[src/rtl/tupe_pkg.sv]
`default_nettype none

package tupe_pkg;

	// storage sizes
	localparam int IMAGE_BYTES     = 65536;
	localparam int PALETTE_ENTRIES = 256;
	localparam int IMG_AW          = $clog2(IMAGE_BYTES);
	localparam int PAL_AW          = $clog2(PALETTE_ENTRIES);

	// field widths
	localparam int OPCODE_W  = 2;
	localparam int LOAD_AW   = 16;
	localparam int PEN_W     = 8;
	localparam int COLOR_W   = 24;
	localparam int COORD_W   = 8;
	localparam int DIM_W     = 9;
	localparam int CHAN_W    = 8;
	localparam int CFG_IDX_W = 2;

	// slave word layout
	localparam int IN_ADDR_LO  = 0;
	localparam int IN_BYTE_LO  = IN_ADDR_LO + LOAD_AW;
	localparam int IN_COLOR_LO = IN_BYTE_LO + PEN_W;
	localparam int IN_X_LO     = IN_COLOR_LO + COLOR_W;
	localparam int IN_Y_LO     = IN_X_LO + COORD_W;
	localparam int IN_DATA_W   = IN_Y_LO + COORD_W;

	// master word layout
	localparam int OUT_ALPHA_LO = 3 * CHAN_W;
	localparam int OUT_PEN_LO   = OUT_ALPHA_LO + CHAN_W;
	localparam int OUT_DATA_W   = OUT_PEN_LO + PEN_W;

	// sum of block and column terms before wrapping
	localparam int SUM_W = (IMG_AW > 18) ? IMG_AW : 18;

	localparam logic [OPCODE_W-1:0] OP_LOAD_IMAGE   = 2'd0;
	localparam logic [OPCODE_W-1:0] OP_LOAD_PALETTE = 2'd1;
	localparam logic [OPCODE_W-1:0] OP_FETCH        = 2'd2;

	localparam logic [CFG_IDX_W-1:0] CFG_WIDTH  = 2'd0;
	localparam logic [CFG_IDX_W-1:0] CFG_HEIGHT = 2'd1;

	localparam logic [DIM_W-1:0] DIM_RESET = 9'd256;
	localparam logic [CHAN_W-1:0] ALPHA_OPAQUE = 8'hff;

	typedef logic [IMG_AW-1:0]  img_addr_t;
	typedef logic [PAL_AW-1:0]  pal_addr_t;
	typedef logic [COORD_W-1:0] coord_t;
	typedef logic [DIM_W-1:0]   dim_t;
	typedef logic [PEN_W-1:0]   pen_t;
	typedef logic [COLOR_W-1:0] color_t;

	typedef struct packed {
		img_addr_t addr;
		logic      out_of_range;
	} fetch_req_t;

	typedef enum logic [3:0] {
		ST_IDLE = 4'b0001,
		ST_IMG  = 4'b0010,
		ST_PAL  = 4'b0100,
		ST_OUT  = 4'b1000
	} state_t;

	// exchange pen bits three and four
	function automatic pen_t swap_pen(input pen_t pen);
		swap_pen = {pen[7:5], pen[3], pen[4], pen[2:0]};
	endfunction

endpackage

`default_nettype wire

[src/rtl/tupe_addr.sv]
`default_nettype none

module tupe_addr (
	input  var tupe_pkg::coord_t     x,
	input  var tupe_pkg::coord_t     y,
	input  var tupe_pkg::dim_t       width,
	input  var tupe_pkg::dim_t       height,
	output var tupe_pkg::fetch_req_t req
);
	import tupe_pkg::*;

	logic            swap;
	logic [2:0]      col_x;
	logic [7:0]      row_mult;
	logic [16:0]     prod;
	logic [8:0]      low_bits;
	logic [SUM_W-1:0] sum;

	// block row and row-in-block share one multiply by the width
	assign swap     = y[2] ^ y[1];
	assign col_x    = x[2:0] + {swap, 2'b00};
	assign row_mult = {y[7:4], y[3:2], y[0], 1'b0};
	assign prod     = 17'(row_mult) * 17'(width);
	assign low_bits = {x[7:4], col_x, x[3], y[1]};
	assign sum      = SUM_W'(prod) + SUM_W'(low_bits);

	assign req.addr         = img_addr_t'(sum);
	assign req.out_of_range = ({1'b0, x} >= width) || ({1'b0, y} >= height);

endmodule

`default_nettype wire

[config.mk]
export PLATFORM = sky130hd
export DESIGN_NAME = tupe_addr
export DESIGN_NICKNAME = d
export VERILOG_FILES = /design/src/rtl/tupe_pkg.sv /design/src/rtl/tupe_addr.sv
export SDC_FILE = /design/constraint.sdc
export NUM_CORES = 1
export LEC_CHECK = 0
export ABC_AREA = 1
export BUFFER_PORTS_ARGS = -buffer_cell sky130_fd_sc_hd__buf_2
export CAP_MARGIN = 10
export CORE_MARGIN = 1.5
export CORE_UTILIZATION = 60
export DETAILED_ROUTE_END_ITERATION = 10
export PLACE_DENSITY = 0.88
export SYNTH_ARGS = -nofsm -noshare
export SYNTH_HDL_FRONTEND = slang
export SYNTH_SLANG_ARGS = --single-unit
[constraint.sdc]
create_clock -name vclk -period 6.5
set_clock_uncertainty 0.15 [all_clocks]
set_input_delay 0.325 -clock vclk [all_inputs]
set_output_delay 0.325 -clock vclk [all_outputs]
set_load 0.005 [all_outputs]
==> results of run 1 <==
-- cell usage in the layout, fill, tap and decap left out --
| cell type | Yosys | layout |
|---|---|---|
| xnor2_1 | 7 | 7 |
| or2_2 | 2 | 2 |
| o211a_1 | 2 | 2 |
| nor2_4 | 1 | 1 |
| nor2_1 | 21 | 21 |
| nand3_4 | 2 | 2 |
| o31ai_1 | 2 | 2 |
| inv_2 | 1 | 1 |
| nand3_1 | 17 | 17 |
| nor3_1 | 1 | 1 |
| or2_1 | 1 | 1 |
| nand2_4 | 1 | 1 |
| nand3_2 | 1 | 1 |
| fa_1 | 34 | 34 |
| a31oi_1 | 1 | 1 |
| clkinv_1 | 1 | 1 |
| nand3b_1 | 2 | 2 |
| o21ai_2 | 1 | 1 |
| inv_1 | 140 | 140 |
| nor2_2 | 1 | 1 |
| a21boi_0 | 1 | 1 |
| xor2_1 | 11 | 11 |
| ha_1 | 56 | 56 |
| nand2_1 | 153 | 153 |
| nand4_1 | 10 | 10 |
| a21oi_1 | 18 | 18 |
| buf_2 | 2 | 51 |
| o21ai_0 | 5 | 5 |
| nand2_2 | 5 | 5 |
| o21bai_1 | 1 | 1 |
-- per-stage QoR --
| step | cells | hold WS, ns | total power (W) |
|---|---|---|---|
| after global placement | 620 | 0.724 | 0.00109 |
| after detailed placement | 620 | 0.728 | 0.00113 |
| after floorplan | 515 | 0.581 | 0.000844 |
| after CTS | 620 | 0.730 | 0.00114 |
| final | 620 | 0.730 | 0.00114 |
| after global routing | 620 | 0.739 | 0.00131 |
-- kinds of logic (layout without fill, tap and decap cells) --
kind of cell,after synthesis,count (layout),share of synthesized area [%]
AND/OR/NAND/NOR,218,218,28.9
adder cells (fa/ha/maj),90,90,42.3
buffers and inverters,158,193,18.4
XOR/XNOR,18,18,4.83
AO/OA/AOI/OAI,31,31,5.52
-- metal layers --
layer / GRT usage (%) / wire length (um) / vias to the layer above
met5: 0 / 0 / -
met4: 1.11 / 49 / 0
met3: 0.119 / 208 / 8
met2: 51.9 / 3810 / 66
met1: 36.5 / 3320 / 1454
li1: - / - / 1607
-- power breakdown --
part / internal [W] / leakage (nW) / switching [W] / total (W)
combinational: 0.000462 / 2.42 / 0.000673 / 0.00114
clock: 0 / 0 / 0 / 0
sequential: 0 / 0 / 0 / 0
-- final cells by class --
type / count / share of cell area (%)
tap: 70 / 2.47
multi-input combinational: 357 / 75.3
timing repair buffer: 51 / 7.21
inverter: 142 / 15.1
-- worst min path at each step --
stage,start,slack [ns],end,cells past startpoint
2_1_floorplan,y[1],0.58,req[1],1
3_3_place_gp,y[1],0.72,req[1],2
3_5_place_dp,y[1],0.73,req[1],2
4_1_cts,y[1],0.73,req[1],2
5_1_grt,y[1],0.74,req[1],2
6_report,y[1],0.73,req[1],2
==> out/metrics.cfg, run 1 <==
[floorplan]
die_area_um2=5890
coreArea_um2=5170
start_util_pct=63.1
die_y_um=76.7
ioPinCount=51
rows=26
die_x_um=76.7

[yosys]
syn-cell-area_um2=3260
synth_area_leaders=ha_1 (21%), fa_1 (21%), nand2_1 (18%)
synth.most_common_cell=nand2_1
synth_cell_types=32
syn_nets=639
syn-mean-instance-area_um2=6.34
yosysSeqAreaShare_pct=0
ys_warn_count=0
synth_top_area_share_pct=21.5
synth_area_leader_cell=ha_1
synthTopCellsByCount=nand2_1 (153), inv_1 (140), ha_1 (56)
syn_inst=515

[critical_path]
crit_start=y[4]
cp-end-kind=output port
critPathBufInv=9
worstPathArrival_ns=5.11
worst_ep_required_time_ns=6.02
slowest_stage=fa_1
start_kind=primary input
worstSetupPathType=primary input to output port
slowest_delay_ns=0.54
cp-endpoint=req[16]
critical_path.max_fanout=10
crit_family=adder cells
crit_cells=28

[clock_network]
cts_hold_buf=0
cts.repair.resized=0
cts_setup_buffers=0

[timing]
tns_ns=0
rsz0062_at_grt=false
slew_headroom_pct=65.5
worst_pin_slew_ns=0.512
period_needed_ns=5.58
fin_crit_sh_pct=85.9
max_freq_mhz=179
finalSetupViolCount=0
setup_ws_ns=0.916
drv_slew=0
finalHoldViolations=0

[drt]
dr.pass1.iters=4
wire_per_inst_um=11.9
drc=0
drt-total-wl_mm=7.39
vias=3135
drtAntennaViolNets=0
drt_iter0_markers=164
post_drt_via_cell_ratio=5.06

[global_route]
grt_max_degree=12
grt_antenna_before_repair=0
globalRouteOverflowTotal=0
grtUsageTotal_pct=27.4
grt_pass1_vias=3153
grt_first_pass_wirelength_mm=13.6

[cells_and_area]
regArea_um2=0
fillers=445
num_antenna_cells=0
nets=676
fin_area_um2=3540
seq_cells=0
final_util_pct=68.4
multi_input_area_um2=2660
area_growth_pct=8.47
clkbuf_count=0
layout-drive-gt1-share_pct=12.0

[job]
drv_cap=0

[outcome]
status=finished, final reports clean

[placement]
gp_congestion=0.882
port_buffers=51
dpl_cell_area_um2=3540
place_ws_ns=0.954
hpwl_mm=6.54

[pwr]
power.leakage_nw=2.42
power_density_nw_per_um2=321
irDropWorstVdd_mv=0.475

[min_path]
hold_path.class=primary input to output port

No activity file was read; power rests on OpenSTA's default activity.
==> run 2: changes to the inputs <==
- ABC_AREA: 1 -> default
- CORE_UTILIZATION: 60 -> 55
- PLACE_DENSITY: 0.88 -> 0.87
==> run 2 against run 1 <==
Critical path depth is 7 lower. Flip-flop and latch count stayed put. Area after synthesis is 15% lower. Cell count is 29% lower. Non-clock buffer count stayed put. Sequential share of layout area stayed put. Die area is 6.5% lower. Combinational power is 6% lower. Setup slack better by 0.023 ns. Critical endpoint is now req[13]. Highest routed layer unchanged.
==> out/metrics.cfg, run 2 <==
[outcome]
status=finished, final reports clean  ; unchanged

[timing]
finalSetupViolCount=0  ; unchanged
max_freq_mhz=180  ; was 179 MHz
slew_headroom_pct=69.5  ; was 65.5%
worst_pin_slew_ns=0.454  ; was 0.512 ns
rsz0062_at_grt=false  ; unchanged
period_needed_ns=5.56  ; was 5.58 ns
drv_slew=0  ; unchanged
finalHoldViolations=0  ; unchanged
tns_ns=0  ; unchanged
fin_crit_sh_pct=85.5  ; was 85.9%

[yosys]
synth_area_leaders=ha_1 (25%), fa_1 (24%), and2_1 (11%)  ; was ha_1 (21%), fa_1 (21%), nand2_1 (18%)
syn_nets=448  ; was 639
synth.most_common_cell=ha_1  ; was nand2_1
syn-mean-instance-area_um2=8.60  ; was 6.34 um2
synth_area_leader_cell=ha_1  ; unchanged
synthTopCellsByCount=ha_1 (56), inv_1 (51), and2_1 (48)  ; was nand2_1 (153), inv_1 (140), ha_1 (56)
syn_inst=324  ; was 515
yosysSeqAreaShare_pct=0  ; unchanged
syn-cell-area_um2=2790  ; was 3260 um2
synth_cell_types=38  ; was 32
ys_warn_count=0  ; unchanged
synth_top_area_share_pct=25.1  ; was 21.5%

[floorplan]
die_x_um=74.2  ; was 76.7 um
die_area_um2=5500  ; was 5890 um2
die_y_um=74.2  ; was 76.7 um
coreArea_um2=4820  ; was 5170 um2
start_util_pct=57.9  ; was 63.1%
ioPinCount=51  ; unchanged
rows=25  ; was 26

[cells_and_area]
nets=500  ; was 676
seq_cells=0  ; unchanged
final_common_cell=ha_1  ; was nand2_1
finalNonFillerCells=441  ; was 620
num_antenna_cells=0  ; unchanged
layout-drive-gt1-share_pct=16.0  ; was 12.0%
area_growth_pct=11.9  ; was 8.47%
final_util_pct=64.8  ; was 68.4%
regArea_um2=0  ; unchanged
final_cell_mix=ha_1 (56), inv_1 (51), buf_2 (51), and2_1 (48), fa_1 (34)  ; was nand2_1 (153), inv_1 (140), ha_1 (56), buf_2 (51), fa_1 (34)
clkbuf_count=0  ; unchanged

[critical_path]
worstPathArrival_ns=5.09  ; was 5.11 ns
worst_ep_required_time_ns=6.02  ; about the same
slowest_stage=fa_1  ; unchanged
critical_path.max_fanout=10  ; unchanged
worstPathCellList=buf_2 > and2_1 > fa_1 > inv_1 > fa_1 > inv_1 > fa_1 > inv_1 > fa_1 > inv_1 > ha_1 > o211ai_1 > o21ai_2 > xnor2_1 > ha_1 > nor2_1 > a21oi_1 > o21ai_0 > or3b_1 > xnor2_1 > buf_2
slowest_delay_ns=0.54  ; about the same
cp-end-kind=output port  ; unchanged
worstSetupPathType=primary input to output port  ; unchanged
start_kind=primary input  ; unchanged

[drt]
drt_iter0_markers=95  ; was 164
vias=2331  ; was 3,135
drc=0  ; unchanged
wire_per_inst_um=13.5  ; was 11.9 um
drtAntennaViolNets=0  ; unchanged
drt-total-wl_mm=5.96  ; was 7.39 mm
dr.pass1.iters=4  ; unchanged
post_drt_via_cell_ratio=5.29  ; was 5.06

[clock_network]
cts.repair.resized=0  ; unchanged
cts_setup_buffers=0  ; unchanged
cts_hold_buf=0  ; unchanged

[global_route]
grt_max_degree=12  ; unchanged
grt_first_pass_wirelength_mm=10.4  ; was 13.6 mm
grt_antenna_before_repair=0  ; unchanged
globalRouteOverflowTotal=0  ; unchanged
grtUsageTotal_pct=23.6  ; was 27.4%
grt_pass1_vias=2349  ; was 3,153

[pwr]
irDropWorstVdd_mv=0.541  ; was 0.475 mV
power_density_nw_per_um2=343  ; was 321 nW/um2
seqPwrFrac_pct=0  ; about the same
swShare_pct=52.9  ; was 59.3%
intPower_w=0.000503  ; was 0.000462 W
p_comb_share_pct=100.0  ; about the same
power.leakage_nw=1.73  ; was 2.42 nW
switchingPower_w=0.000566  ; was 0.000673 W
clkPwrFrac_pct=0  ; about the same

[placement]
port_buffers=51  ; unchanged
dp.cells=441  ; was 620
hpwl_mm=5.25  ; was 6.54 mm
gp_congestion=0.822  ; was 0.882

[min_path]
hold_path.class=primary input to output port  ; unchanged

[job]
drv_cap=0  ; unchanged

==> run 2: metal layers <==
metal  up-vias  track usage (%)  part of all wire (%)
li1       1169                -                     -
met1      1108             33.4                    46
met2        50             41.8                    49
met3         4            0.949                   3.9
met4         0             2.06                  0.87
met5         -                0                     0
==> run 2: power by group through the flow <==
stage               clock network [W]  logic [W]  registers, W
floorplan                           0   0.000782             0
global placement                    0    0.00103             0
detailed placement                  0    0.00106             0
CTS                                 0    0.00107             0
global route                        0    0.00120             0
finish                              0    0.00107             0
==> run 2: cell families after synthesis <==
| group | synth area share (%) |
|---|---|
| compound gates | 13.9 |
| xor+xnor | 8.98 |
| fa+ha+maj | 49.6 |
| buf+inv | 7.14 |
| mux | 0.404 |
| simple gates | 20.1 |
==> run 2: path summary, 6_finish.rpt <==
check	cells after the start	from	end	slack, ns
hold / removal	2	y[1]	req[1]	0.73
setup / recovery	21	y[4]	req[13]	0.94
==> run 2: layout make-up <==
class	count	area, um2
Timing Repair Buffer	51	255
Fill cell	411	1700
Multi-Input combinational cell	272	2590
Tap cell	67	83.8
Inverter	51	191
==> run 2: metrics by stage <==
stage               setup slack, ns  hold WS (ns)  instance area (um2)  power (W)
detailed placement            0.984         0.728                 3120    0.00106
finish                        0.940         0.725                 3120    0.00107
CTS                           0.954         0.728                 3120    0.00107
global route                  0.643         0.739                 3120    0.00120
global placement               1.05         0.717                 3120    0.00103
floorplan                      1.47         0.553                 2790   0.000782
==> run 2: worst max-delay path: cells and delay by family <==
kind	cells	cell delay [ns]
fa+ha+maj	6	2.68
simple gates	3	0.67
compound gates	4	0.61
buf+inv	6	0.50
xor+xnor	2	0.29
==> run 3: changes to the inputs <==
- CORE_ASPECT_RATIO: default -> 2
- SKIP_LAST_GASP: default -> 1
- clock period: 6.5 -> 5.2 ns (I/O delays scaled with it)
==> run 3 against run 2 <==
Routed wire length up 22%. Combinational power up 63%. Worst hold slack worse by 0.13 ns. Flip-flop and latch count unchanged. Die area up 0.46%. Setup slack worse by 0.81 ns. Cell area up 13%.
==> out/metrics.cfg, run 3 (synthesized netlist as in run 2, its figures left out) <==
[outcome]
status=finished, final reports clean  ; unchanged

[cells_and_area]
clkbuf_count=0  ; unchanged
nets=531  ; was 500
layout-drive-gt1-share_pct=29.1  ; was 16.0%
final_common_cell=ha_1  ; unchanged
regArea_um2=0  ; unchanged
final_util_pct=72.4  ; was 64.8%
final_cell_mix=ha_1 (50), inv_1 (44), buf_2 (44), and2_1 (43), fa_1 (34)  ; was ha_1 (56), inv_1 (51), buf_2 (51), and2_1 (48), fa_1 (34)
num_antenna_cells=0  ; unchanged
area_growth_pct=26.3  ; was 11.9%
seq_cells=0  ; unchanged

[floorplan]
ioPinCount=51  ; unchanged
start_util_pct=57.3  ; was 57.9%
coreArea_um2=4860  ; was 4820 um2
die_y_um=104  ; was 74.2 um
die_area_um2=5530  ; was 5500 um2
die_x_um=53.3  ; was 74.2 um
rows=36  ; was 25

[drt]
drt-total-wl_mm=7.28  ; was 5.96 mm
drc=0  ; unchanged
vias=2627  ; was 2,331
wire_per_inst_um=15.8  ; was 13.5 um
post_drt_via_cell_ratio=5.69  ; was 5.29
dr.pass1.iters=4  ; unchanged
drt_iter0_markers=46  ; was 95
drtAntennaViolNets=0  ; unchanged

[global_route]
grt_first_pass_wirelength_mm=12.9  ; was 10.4 mm
grtUsageTotal_pct=29.5  ; was 23.6%
grt_antenna_before_repair=0  ; unchanged
grt_pass1_vias=3038  ; was 2,349
globalRouteOverflowTotal=0  ; unchanged
grt_max_degree=9  ; was 12

[critical_path]
start_kind=primary input  ; unchanged
critical_path.max_fanout=5  ; was 10
crit_start=width[4]  ; was y[4]
worstPathArrival_ns=4.66  ; was 5.09 ns
cp-end-kind=output port  ; unchanged
worstSetupPathType=primary input to output port  ; unchanged
worst_ep_required_time_ns=4.79  ; was 6.02 ns
cp-endpoint=req[13]  ; unchanged

[timing]
fin_crit_sh_pct=97.5
tns_ns=0  ; unchanged
setup_ws_ns=0.132  ; was 0.940 ns
drv_slew=0  ; unchanged
period_needed_ns=5.07
worst_pin_slew_ns=0.421  ; was 0.454 ns
max_freq_mhz=197
rsz0062_at_grt=true  ; was false
finalSetupViolCount=0  ; unchanged
slew_headroom_pct=71.9  ; was 69.5%
finalHoldViolations=0  ; unchanged

[placement]
gp_congestion=0.847  ; was 0.822
port_buffers=51  ; unchanged
place_ws_ns=-0.0848  ; was 0.984 ns
hpwl_mm=6.10  ; was 5.25 mm

[pwr]
irDropWorstVdd_mv=0.935  ; was 0.541 mV
power_density_nw_per_um2=495  ; was 343 nW/um2
power.leakage_nw=1.91  ; was 1.73 nW

[min_path]
hold_path.class=primary input to output port  ; unchanged

[clock_network]
cts_hold_buf=0  ; unchanged

[job]
drv_cap=0  ; unchanged

run 3: final cells by class:
class	count	area [um2]
fill	349	1350
inverter	51	191
multi-input combinational	272	2710
tap	57	71.3
timing repair buffer	82	549
run 3: metrics by stage:
step           cells  power [W]  hold WS [ns]  area (um2)
2_1_floorplan    324   0.000977         0.423        2790
3_3_place_gp     459    0.00147         0.587        3340
3_5_place_dp     459    0.00151         0.592        3340
4_1_cts          460    0.00159         0.594        3390
5_1_grt          462    0.00192         0.600        3520
6_report         462    0.00174         0.592        3520
run 3: routing by layer:
| layer | up-vias | global-route usage (%) | wire [um] |
|---|---|---|---|
| met3 | 36 | 4.03 | 175 |
| li1 | 1230 | - | - |
| met5 | - | 0 | 0 |
| met2 | 75 | 53.1 | 4180 |
| met4 | 0 | 17.2 | 418 |
| met1 | 1286 | 29.8 | 2510 |
run 3: power breakdown:
group | total, W | switching [W] | internal, W
Sequential | 0 | 0 | 0
Combinational | 0.00174 | 0.000836 | 0.000905
Clock | 0 | 0 | 0
run 3: timing repair:
| item | in CTS | in global routing |
|---|---|---|
| buffers inserted | 1 | 2 |
| pin swaps | 13 | 37 |
| endpoints found under the setup margin | 3 | 6 |
| gates resized for setup | 6 | 39 |
run 3: critical path, stage by stage:
cell	delay, ns
buf_8	0.10
and2_4	0.15
fa_1	0.55
inv_2	0.04
fa_1	0.51
inv_2	0.04
fa_1	0.48
inv_1	0.05
fa_1	0.49
inv_2	0.05
ha_4	0.28
o211ai_1	0.10
o21ai_2	0.18
xnor2_1	0.10
ha_2	0.37
nor2_4	0.04
a21oi_2	0.11
o21ai_2	0.08
or3b_4	0.39
xnor2_2	0.14
buf_2	0.12
run 3: how the worst min path moves through the flow:
stage | startpoint | to | slack, ns | cells after the start
after floorplan | height[8] | req[0] | 0.42 | 1
final | y[1] | req[1] | 0.59 | 2
after detailed placement | y[1] | req[1] | 0.59 | 2
after CTS | y[1] | req[1] | 0.59 | 2
after global routing | y[1] | req[1] | 0.60 | 2
after global placement | y[1] | req[1] | 0.59 | 2
